$ cat config.mk
export PLATFORM = sky130hd
export DESIGN_NAME = multichannel_moving_average
export DESIGN_NICKNAME = d
export VERILOG_FILES = /design/src/rtl/mma_pkg.sv /design/src/rtl/mma_front.sv /design/src/rtl/mma_div.sv /design/src/rtl/mma_back.sv /design/src/rtl/multichannel_moving_average.sv
export SDC_FILE = /design/constraint.sdc
export NUM_CORES = 2
export LEC_CHECK = 0
export BUFFER_PORTS_ARGS = -buffer_cell sky130_fd_sc_hd__buf_2
export CORE_UTILIZATION = 63
export DETAILED_ROUTE_END_ITERATION = 10
export PLACE_DENSITY_LB_ADDON = 0.1
export RECOVER_POWER = 25
export SLEW_MARGIN = 20
export SYNTH_ARGS = -nofsm -noshare
export SYNTH_HDL_FRONTEND = slang
export SYNTH_SLANG_ARGS = --single-unit
$ cat constraint.sdc
create_clock -name i_clk -period 8.1 [get_ports i_clk]
set_input_delay 0.405 -clock i_clk [delete_from_list [all_inputs] [get_ports i_clk]]
set_output_delay 0.405 -clock i_clk [all_outputs]
set_load 0.05 [all_outputs]
$ cat src/rtl/mma_pkg.sv
package mma_pkg;

    localparam int DEF_CHANNELS   = 4;
    localparam int DEF_MAX_WINDOW = 32;

    localparam int FUNC_W   = 1;
    localparam int CHAN_W   = 2;
    localparam int SAMPLE_W = 16;
    localparam int LEN_W    = 6;
    localparam int SUM_W    = SAMPLE_W + LEN_W;
    localparam int DCNT_W   = $clog2(SUM_W + 1);

    localparam logic [LEN_W-1:0] WIN_RESET = LEN_W'(20);

    localparam logic [FUNC_W-1:0] FUNC_ADD   = 1'b0;
    localparam logic [FUNC_W-1:0] FUNC_CLEAR = 1'b1;

    typedef struct packed {
        logic [FUNC_W-1:0]   func;
        logic [CHAN_W-1:0]   channel;
        logic [SAMPLE_W-1:0] sample;
    } t_in;

    typedef struct packed {
        logic [CHAN_W-1:0]   channel_out;
        logic [SAMPLE_W-1:0] average;
    } t_out;

    typedef enum logic [1:0] {
        KIND_ADD   = 2'd0,
        KIND_CLEAR = 2'd1,
        KIND_SKIP  = 2'd2
    } t_kind;

    typedef struct packed {
        t_kind               kind;
        logic [CHAN_W-1:0]   channel;
        logic [SAMPLE_W-1:0] sample;
    } t_cmd;

endpackage

$ cat src/rtl/mma_front.sv
module mma_front #(
    parameter int CHANNELS = mma_pkg::DEF_CHANNELS
) (
    input  logic          i_clk,
    input  logic          i_rst_n,
    input  logic          i_valid,
    output logic          o_stall,
    input  mma_pkg::t_in  i_data,
    output logic          o_q_valid,
    output mma_pkg::t_cmd o_q_cmd,
    input  logic          i_q_pop
);

    mma_pkg::t_cmd r_q [2];
    logic          r_wp;
    logic          r_rp;
    logic [1:0]    r_cnt;
    logic          push;
    logic          pop;
    mma_pkg::t_cmd cmd;

    always_comb begin
        cmd.channel = i_data.channel;
        cmd.sample  = i_data.sample;
        if (32'(i_data.channel) >= CHANNELS) begin
            cmd.kind = mma_pkg::KIND_SKIP;
        end else if (i_data.func == mma_pkg::FUNC_CLEAR) begin
            cmd.kind = mma_pkg::KIND_CLEAR;
        end else begin
            cmd.kind = mma_pkg::KIND_ADD;
        end
    end

    assign o_stall   = (r_cnt == 2'd2);
    assign push      = i_valid && !o_stall;
    assign o_q_valid = (r_cnt != 2'd0);
    assign pop       = i_q_pop && o_q_valid;
    assign o_q_cmd   = r_q[r_rp];

    always_ff @(posedge i_clk) begin
        if (push) begin
            r_q[r_wp] <= cmd;
        end
    end

    always_ff @(posedge i_clk) begin
        if (!i_rst_n) begin
            r_wp  <= 1'b0;
            r_rp  <= 1'b0;
            r_cnt <= 2'd0;
        end else begin
            if (push) begin
                r_wp <= !r_wp;
            end
            if (pop) begin
                r_rp <= !r_rp;
            end
            if (push && !pop) begin
                r_cnt <= r_cnt + 2'd1;
            end else if (pop && !push) begin
                r_cnt <= r_cnt - 2'd1;
            end
        end
    end

endmodule

$ cat src/rtl/mma_div.sv
module mma_div (
    input  logic                        i_clk,
    input  logic                        i_rst_n,
    input  logic                        i_start,
    input  logic [mma_pkg::SUM_W-1:0]   i_dividend,
    input  logic [mma_pkg::LEN_W-1:0]   i_divisor,
    output logic                        o_done,
    output logic [mma_pkg::SUM_W-1:0]   o_quotient
);

    localparam int SW = mma_pkg::SUM_W;
    localparam int LW = mma_pkg::LEN_W;

    logic                      r_busy;
    logic                      r_done;
    logic [mma_pkg::DCNT_W-1:0] r_cnt;
    logic [LW-1:0]             r_rem;
    logic [SW-1:0]             r_quo;
    logic [LW-1:0]             r_div;
    logic [LW:0]               trial;
    logic [LW:0]               diff;
    logic                      fits;

    assign trial = {r_rem, r_quo[SW-1]};
    assign diff  = trial - {1'b0, r_div};
    assign fits  = (trial >= {1'b0, r_div});

    always_ff @(posedge i_clk) begin
        if (i_start) begin
            r_rem <= '0;
            r_quo <= i_dividend;
            r_div <= i_divisor;
        end else if (r_busy) begin
            r_rem <= fits ? diff[LW-1:0] : trial[LW-1:0];
            r_quo <= {r_quo[SW-2:0], fits};
        end
    end

    always_ff @(posedge i_clk) begin
        if (!i_rst_n) begin
            r_busy <= 1'b0;
            r_done <= 1'b0;
            r_cnt  <= '0;
        end else begin
            r_done <= 1'b0;
            if (i_start) begin
                r_busy <= 1'b1;
                r_cnt  <= mma_pkg::DCNT_W'(SW);
            end else if (r_busy) begin
                r_cnt <= r_cnt - 1'b1;
                if (r_cnt == mma_pkg::DCNT_W'(1)) begin
                    r_busy <= 1'b0;
                    r_done <= 1'b1;
                end
            end
        end
    end

    assign o_done     = r_done;
    assign o_quotient = r_quo;

endmodule

$ cat src/rtl/mma_back.sv
module mma_back #(
    parameter int CHANNELS   = mma_pkg::DEF_CHANNELS,
    parameter int MAX_WINDOW = mma_pkg::DEF_MAX_WINDOW
) (
    input  logic                      i_clk,
    input  logic                      i_rst_n,
    input  logic [mma_pkg::LEN_W-1:0] i_len,
    input  logic                      i_q_valid,
    input  mma_pkg::t_cmd             i_q_cmd,
    output logic                      o_q_pop,
    output logic                      o_valid,
    input  logic                      i_stall,
    output mma_pkg::t_out             o_data
);

    localparam int DEPTH  = CHANNELS * MAX_WINDOW;
    localparam int ADDR_W = $clog2(DEPTH);
    localparam int POS_W  = $clog2(MAX_WINDOW);
    localparam int CH_W   = (CHANNELS > 1) ? $clog2(CHANNELS) : 1;
    localparam int SW     = mma_pkg::SUM_W;
    localparam int LW     = mma_pkg::LEN_W;

    typedef enum logic [4:0] {
        S_IDLE  = 5'b00001,
        S_SCAN  = 5'b00010,
        S_DIVGO = 5'b00100,
        S_DIV   = 5'b01000,
        S_DONE  = 5'b10000
    } t_state;

    t_state                          r_state;
    logic [mma_pkg::SAMPLE_W-1:0]    r_mem [DEPTH];
    logic [DEPTH-1:0]                r_valid;
    logic [POS_W-1:0]                r_wpos [CHANNELS];
    logic [CH_W-1:0]                 r_ch;
    logic [mma_pkg::CHAN_W-1:0]      r_och;
    logic [LW-1:0]                   r_idx;
    logic                            r_pend;
    logic [SW-1:0]                   r_sum;
    logic [mma_pkg::SAMPLE_W-1:0]    r_res;
    logic [mma_pkg::SAMPLE_W-1:0]    r_rd_data;
    logic                            r_rd_ok;
    logic                            r_out_valid;
    mma_pkg::t_out                   r_out;

    logic [CH_W-1:0]                 cmd_ch;
    logic [POS_W-1:0]                cur_pos;
    logic [POS_W-1:0]                new_pos;
    logic                            take;
    logic                            do_add;
    logic                            do_clear;
    logic [ADDR_W-1:0]               wr_addr;
    logic [ADDR_W-1:0]               rd_addr;
    logic                            rd_en;
    logic                            div_start;
    logic                            div_done;
    logic [SW-1:0]                   div_quo;
    logic                            load_out;

    assign cmd_ch   = CH_W'(i_q_cmd.channel);
    assign cur_pos  = r_wpos[cmd_ch];
    assign new_pos  = ((32'(cur_pos) + 1) < 32'(i_len)) ? cur_pos + 1'b1 : '0;
    assign take     = (r_state == S_IDLE) && i_q_valid;
    assign o_q_pop  = take;
    assign do_add   = take && (i_q_cmd.kind == mma_pkg::KIND_ADD);
    assign do_clear = take && (i_q_cmd.kind == mma_pkg::KIND_CLEAR);
    assign wr_addr  = ADDR_W'(cmd_ch) * ADDR_W'(MAX_WINDOW) + ADDR_W'(new_pos);
    assign rd_en    = (r_state == S_SCAN) && (r_idx < i_len);
    assign rd_addr  = ADDR_W'(r_ch) * ADDR_W'(MAX_WINDOW) + ADDR_W'(r_idx);
    assign div_start = (r_state == S_DIVGO);
    assign load_out = (r_state == S_DONE) && (!r_out_valid || !i_stall);

    always_ff @(posedge i_clk) begin
        if (do_add) begin
            r_mem[wr_addr] <= i_q_cmd.sample;
        end
        if (rd_en) begin
            r_rd_data <= r_mem[rd_addr];
            r_rd_ok   <= r_valid[rd_addr];
        end
    end

    always_ff @(posedge i_clk) begin
        if (!i_rst_n) begin
            r_valid <= '0;
            for (int c = 0; c < CHANNELS; c++) begin
                r_wpos[c] <= '0;
            end
        end else if (do_clear) begin
            for (int k = 0; k < DEPTH; k++) begin
                if ((k / MAX_WINDOW) == int'(cmd_ch)) begin
                    r_valid[k] <= 1'b0;
                end
            end
            r_wpos[cmd_ch] <= '0;
        end else if (do_add) begin
            r_valid[wr_addr] <= 1'b1;
            r_wpos[cmd_ch]   <= new_pos;
        end
    end

    always_ff @(posedge i_clk) begin
        if (take) begin
            r_ch  <= cmd_ch;
            r_och <= i_q_cmd.channel;
            r_idx <= '0;
            r_sum <= '0;
            r_res <= '0;
        end else if (r_state == S_SCAN) begin
            if (rd_en) begin
                r_idx <= r_idx + 1'b1;
            end
            if (r_pend) begin
                r_sum <= r_sum + (r_rd_ok ? SW'(r_rd_data) : '0);
            end
        end else if ((r_state == S_DIV) && div_done) begin
            r_res <= div_quo[mma_pkg::SAMPLE_W-1:0];
        end
        if (load_out) begin
            r_out.channel_out <= r_och;
            r_out.average     <= r_res;
        end
    end

    always_ff @(posedge i_clk) begin
        if (!i_rst_n) begin
            r_state     <= S_IDLE;
            r_pend      <= 1'b0;
            r_out_valid <= 1'b0;
        end else begin
            r_pend <= rd_en;
            if (load_out) begin
                r_out_valid <= 1'b1;
            end else if (r_out_valid && !i_stall) begin
                r_out_valid <= 1'b0;
            end
            unique case (r_state)
                S_IDLE: begin
                    if (take) begin
                        r_state <= do_add ? S_SCAN : S_DONE;
                    end
                end
                S_SCAN: begin
                    if (!rd_en && !r_pend) begin
                        r_state <= S_DIVGO;
                    end
                end
                S_DIVGO: begin
                    r_state <= S_DIV;
                end
                S_DIV: begin
                    if (div_done) begin
                        r_state <= S_DONE;
                    end
                end
                S_DONE: begin
                    if (load_out) begin
                        r_state <= S_IDLE;
                    end
                end
                default: begin
                    r_state <= S_IDLE;
                end
            endcase
        end
    end

    mma_div u_div (
        .i_clk      (i_clk),
        .i_rst_n    (i_rst_n),
        .i_start    (div_start),
        .i_dividend (r_sum),
        .i_divisor  (i_len),
        .o_done     (div_done),
        .o_quotient (div_quo)
    );

    assign o_valid = r_out_valid;
    assign o_data  = r_out;

endmodule

$ cat src/rtl/multichannel_moving_average.sv
// Multichannel boxcar moving average. Each input transaction names a channel and
// either adds a sample to that channel's window and returns the floor of the window
// average, or clears the window and returns zero. Every input transaction yields
// exactly one output transaction carrying the channel and the average, in order.
// Both channels use valid and stall; a transaction moves when valid is high and
// stall is low. A two-entry command queue sits behind the input, so up to two
// transactions are taken while the datapath is busy or the output is stalled.
// An add goes from the queue to the output register in steps: it writes the sample,
// reads and sums the window out of the single-port sample memory, then starts and
// runs the 22-step restoring divider. A clear or an out-of-range channel goes
// straight to the output register. The next queued transaction starts in the cycle
// after a result is loaded, so the datapath handles one transaction at a time.
// The output register holds its transaction while o_valid is high and i_stall is
// high; the queue keeps accepting until it is full, then raises o_stall.
// Reset clears all windows at once through per-entry valid bits, sets window_len
// to 20 and empties the queue. window_len is written through i_cfg_we and
// i_cfg_wdata; the user must write it only while the block is idle, which the
// block itself does not enforce; windows should be cleared after a change.
module multichannel_moving_average #(
    parameter int CHANNELS   = mma_pkg::DEF_CHANNELS,
    parameter int MAX_WINDOW = mma_pkg::DEF_MAX_WINDOW
) (
    input  logic                      i_clk,
    input  logic                      i_rst_n,
    input  logic                      i_valid,
    output logic                      o_stall,
    input  mma_pkg::t_in              i_data,
    output logic                      o_valid,
    input  logic                      i_stall,
    output mma_pkg::t_out             o_data,
    input  logic                      i_cfg_we,
    input  logic [mma_pkg::LEN_W-1:0] i_cfg_wdata
);

    logic [mma_pkg::LEN_W-1:0] r_win;
    logic [mma_pkg::LEN_W-1:0] len_eff;
    logic                      q_valid;
    mma_pkg::t_cmd             q_cmd;
    logic                      q_pop;

    always_ff @(posedge i_clk) begin
        if (!i_rst_n) begin
            r_win <= mma_pkg::WIN_RESET;
        end else if (i_cfg_we) begin
            r_win <= i_cfg_wdata;
        end
    end

    always_comb begin
        if (r_win == '0) begin
            len_eff = mma_pkg::LEN_W'(1);
        end else if (32'(r_win) > MAX_WINDOW) begin
            len_eff = mma_pkg::LEN_W'(MAX_WINDOW);
        end else begin
            len_eff = r_win;
        end
    end

    mma_front #(
        .CHANNELS (CHANNELS)
    ) u_front (
        .i_clk     (i_clk),
        .i_rst_n   (i_rst_n),
        .i_valid   (i_valid),
        .o_stall   (o_stall),
        .i_data    (i_data),
        .o_q_valid (q_valid),
        .o_q_cmd   (q_cmd),
        .i_q_pop   (q_pop)
    );

    mma_back #(
        .CHANNELS   (CHANNELS),
        .MAX_WINDOW (MAX_WINDOW)
    ) u_back (
        .i_clk     (i_clk),
        .i_rst_n   (i_rst_n),
        .i_len     (len_eff),
        .i_q_valid (q_valid),
        .i_q_cmd   (q_cmd),
        .o_q_pop   (q_pop),
        .o_valid   (o_valid),
        .i_stall   (i_stall),
        .o_data    (o_data)
    );

endmodule

# Yosys cells after proc, flatten, opt, wreduce, memory -nomap -nowiden
# Memories as Yosys holds them, arrays and structs flattened. A register that Yosys moved wholly into a read port is not among the register bits.
# Cells that the tools add are included.
[totals] register_bits=251 latch_bits=0 ramBits=2106 mem_bits_ro=0 memories=3
[classes] addsub=10 multipliers=0 div_mod_pow=0 n_lt_le_gt_ge=7 n_eq_ne=19 shift=0 mux=51 bitwise_logic=5 n_reduce_logical=42
[mem_list] name="u_back.r_mem" words=128 word_bits=16 rd=1 rd_ports_with_merged_regs=1 wr=1 line_no="mma_back.sv:32" rtl="logic [mma_pkg::SAMPLE_W-1:0] r_mem [DEPTH];"
[mem_list] name="u_front.r_q" words=2 word_bits=19 rd=1 rd_ports_with_merged_regs=1 wr=1 line_no="mma_front.sv:14" rtl="mma_pkg::t_cmd r_q [2];"
[mem_list] name="u_back.r_wpos" words=4 word_bits=5 rd=1 rd_ports_with_merged_regs=0 wr=4 line_no="mma_back.sv:34" rtl="logic [POS_W-1:0] r_wpos [CHANNELS];"
[ops] op="2-to-1 mux 128 bit" n=2
[ops] op="bitwise OR 128 bit" n=1
[ops] op="2-to-1 mux 5 bit" n=10
[ops] op="2-to-1 mux 22 bit" n=2
[ops] op="less-than comparator 32 x 6 -> 1 bit" n=1
[ops] op="2-to-1 mux 1 bit" n=27
[ops] op="case mux 5 bit (5 select lines)" n=1
[ops] op="adder 22 bit" n=1
[ops] op="2-to-1 mux 6 bit" n=3
[ops] op="less-than comparator 7 x 8 -> 1 bit (second input constant)" n=2
[ops] op="2-to-1 mux 16 bit" n=1
[ops] op="AND reduction 2 bit" n=7
[ops] op="logical AND 1 bit" n=13
[ops] op="inequality test 2 bit (second input constant)" n=6
[ops] op="== test 5 x 1 -> 1 bit (second input constant)" n=2
[ops] op="nonzero test 2 bit" n=5
[ops] op="logical NOT 1 bit" n=9
[ops] op="adder 7 x 5 -> 7 bit" n=1
[ops] op="adder 7 x 6 -> 7 bit" n=1
[ops] op="binary-select mux 1 bit (select 7 bit)" n=1
[ops] op="demux 1 bit (select 7 bit)" n=1
[ops] op=">= comparator 7 x 1 -> 1 bit (second input constant)" n=1
[ops] op=">= comparator 7 x 6 -> 1 bit" n=1
[ops] op="adder 5 x 1 -> 6 bit (second input constant)" n=1
[ops] op="27 further kinds" n=34

# Longest topological paths before layout
[depth] ltp_word=13 ltp_mapped=26 depth_no_buf=18

# By module
# A second synthesis with hierarchy kept.
[unflattened] cells_unflattened=4773 hier_area_um2=93110.6
[modules_own_cells] module="mma_back" n_inst=1 cells_each=4503 area_per_inst_um2=89250.6
[modules_own_cells] module="mma_div" n_inst=1 cells_each=157 area_per_inst_um2=1981.9
[modules_own_cells] module="mma_front" n_inst=1 cells_each=86 area_per_inst_um2=1615.3
[modules_own_cells] module="multichannel_moving_average" n_inst=1 cells_each=27 area_per_inst_um2=262.8

# Worst setup path after synthesis
# No wires, ideal clock.
[synth_path] path_kind="register to register" start="register (tool-made name)" end="memory u_back.r_mem[73][0] in the netlist's numbering, enable pin" arrival_ns=5.983 t_required_ns=7.666 path_slack_ns=1.683 stages_incl_launch_ff=25 period_less_slack_ns=6.417 path_cell_list="dfxtp_1 > buf_6 > buf_2 > nor3_1 > o21ai_0 > o2111ai_1 > clkbuf_1 > ha_1 > inv_1 > or2_2 > o22ai_1 > nand2_1 > xor2_1 > clkbuf_1 > inv_2 > buf_2 > ha_1 > a21o_1 > buf_1 > nor2_1 > a31o_2 > clkbuf_1 > nand3_1 > clkbuf_1 > nor4_1"
[synth_rtl] element="end, declared" line_no="mma_back.sv:32"

==> impl_metrics.yaml <==
routing:
  wl_per_cell_um: 33.8
  drc: 0
  drt-vias-per-instance: 6.90
  ant_nets: 0
  first_pass_iters: 7
  vias: 47000
  first_iter_violations: 6234
  wirelength_mm: 230
grt:
  antenna_found_initial: 8
  overflow: 0
  track_usage_pct: 31.7
  grt_pass1_wl_mm: 330
  grt_pass1_vias: 45100
  grt_max_degree: 118
placement:
  numPortBuffers: 49
  dp_hpwl_mm: 141
  gp_congestion: 0.911
  dpl.cell_count: 6359
pwr:
  p_int_mw: 22.7
  switching_share_pct: 29.2
  p_sw_mw: 9.36
  ir_drop_mv: 0.301
  leakage_nw: 32.0
  share_comb_of_total_power_pct: 21.5
  clkPwrFrac_pct: 31.8
  seq_power_share_pct: 46.8
  power_density_mw_per_mm2: 309
worst_setup_path:
  cp_max_fo: 27
  end_kind: "register"
  cp_data_required_time_ps: 8650
  critPathArrivalTime_ps: 7010
  crit_type: "reg -> reg"
  setup.worst_path.start_class: "register"
hold_path:
  hp-class: "in -> reg"
cts:
  clkTransAtPathRegs_ps: 60
  clk_latency_ps: 850
  cts_tree: "built"
  h-tree-depth: 4
  cts_buffer_depth: 3
  cts_setup_buffers: 0
  clock-sinks: 2374
  cts_buffers: 223
  clock-root-buffer: "clkbuf_16"
final_layout:
  layout.cells.non_filler: 6816
  layout-drive-gt1-share_pct: 27.1
  layout.nets: 4775
  area_delta_synth_final_pct: 12.1
synth:
  synth.most_common_cell: "edfxtp_1"
  yosysUniqueCellTypes: 76
  async_flop_share_pct: 0
  yosys-top-cells-area: "edfxtp_1, mux4_2, dfxtp_1, nand2_1, clkbuf_1"
  synth_top_area_cell: "edfxtp_1"
  synth_seq_cells: 2374
  netlist_top_cells_count: "edfxtp_1, mux4_2, nand2_1, dfxtp_1, clkbuf_1"
  synthCells: 4461
  synth_nets: 4531
  ys.flop_type: "edfxtp_1"
  ys.warnings.count: 0
  synth_area_mm2: 0.0926
  syn_area_per_cell_um2: 20.8
  synth_edf_count: 2171
  synth_top_area_share_pct: 70.4
  seq_area_frac_synth_pct: 74.8
die:
  coreArea_mm2: 0.146
  start_util_pct: 63.5
  num_io_pins: 50
  die_height_um: 385
  std_cell_rows: 140
  die_x_um: 385
  dieArea_mm2: 0.148
timing:
  drv_slew: 1137
  setup_violations: 0
  rsz0062_at_grt: "false"
  fmax_ghz: 0.155
  finalHoldViolations: 0
  fin_skew_ps: 26.6
  fin_crit_sh_pct: 79.8
  fin_crit_ps: 6460
  tns_ps: 0
  relSlewSlack_pct: -124
  tightest_slew_ps: 3370
run:
  cap_violations: 22
run_status:
  violations: "max-capacitance violations, max-slew violations"
  status: "complete, but fails checks"
-- logic make-up after synthesis --
| group | share of synthesized area (%) |
|---|---|
| flip-flops | 74.8 |
| adder cells (fa/ha/maj) | 0.557 |
| multiplexers | 17.6 |
| AND/OR/NAND/NOR | 3.11 |
| XOR/XNOR | 0.304 |
| buffers and inverters | 1.26 |
| AO/OA/AOI/OAI | 2.33 |
-- cell type report --
cell class / instances / area [um^2]
diodes: 4 / 10.0
fillers: 8619 / 41900
multi-input cells: 1788 / 22700
flip-flops and latches: 2374 / 69300
well taps: 1917 / 2400
inverters: 38 / 143
clock inverters: 120 / 1120
repair buffers: 280 / 2160
clock buffers: 295 / 6020
-- path summary, 6_finish.rpt --
| kind | to | start | depth (start not counted) | slack [ps] |
|---|---|---|---|---|
| hold reg to reg | u_back.o_data[14] | u_back.r_res[14] | 0 | 440 |
| setup / recovery | u_back.r_mem[67][6] | register | 20 | 1640 |
| setup reg to reg | u_back.r_mem[67][6] | register | 20 | 1640 |
| hold / removal | u_front.r_q[0][2] | i_data[2] | 2 | 320 |
-- flip-flops by register name, summed over array words and instances, names as in the netlist, 16 cells and up, named ones only --
name / count
u_back.r_res: 16
u_back.o_data: 18
u_front.r_q: 38
u_back.r_mem: 2048
u_back.r_valid: 128
u_back.r_sum: 22
u_back.r_rd_data: 16
u_back.r_wpos: 20
u_back.u_div.o_quotient: 22
-- critical path: stages, from the launching register on --
cell	delay, ps
dfxtp_1	310
buf_4	310
nor2b_1	250
a22oi_2	110
buf_4	240
o2111ai_1	230
buf_4	230
ha_1	280
inv_1	60
or2_2	290
o22ai_1	140
nand2_1	110
xor2_2	170
inv_2	270
ha_1	300
and2_1	150
o221a_2	170
nor4_2	630
nand2_2	740
nor3_2	850
buf_4	300
-- cells in the final DEF, fill, tap and decap left out, types with 15 or more instances in the layout --
cell type         n
nand3_1          17
clkinv_2         36
dfxtp_1         199
dlygate4sd3_1    36
a32o_1           32
o21ai_0          68
clkbuf_1        104
bufinv_16        18
edfxtp_1       2171
o31ai_1          35
a22o_1           26
xnor2_1          17
and2_1           26
nor3_2           58
nand2_1         273
mux4_2          687
inv_1            33
mux2_1           17
clkinv_1         48
mux2i_1          59
nor2_1          140
nor3_1           15
clkbuf_16       227
ha_1             38
buf_4           178
a21oi_1          56
-- per-stage QoR --
stage	worst slack (ps)	hold WS, ps	power [mW]	utilization (%)	instance area [um^2]
after floorplan	1680	408	19.1	-	92600
after global placement	1670	414	21.9	66.1	96300
after detailed placement	1590	420	22.0	66.1	96400
after CTS	1520	253	32.1	71.3	104000
after global routing	1250	307	32.9	71.2	104000
final	1640	320	32.1	71.2	104000
-- routing by layer --
metal	track usage, %	vias to the layer above	part of all wire, %
met5	0	-	0.023
met4	10.3	8	3.6
met3	7.60	384	12
met2	45.3	2918	45
met1	49.1	24700	40
li1	-	19000	-
-- power groups by stage --
stage	Combinational (mW)	Sequential (mW)	Clock (mW)
after floorplan	3.90	15.2	0
after global placement	6.72	15.2	0
after detailed placement	6.82	15.2	0
after CTS	6.86	14.9	10.3
after global routing	7.15	15.0	10.8
final	6.88	15.0	10.2
-- repair_timing --
action                                 4_1_cts  5_1_grt
endpoints found under the hold margin       48        0
gates resized for setup                      0        0
hold buffers                                36        0
(Power assumes the default switching activity.)
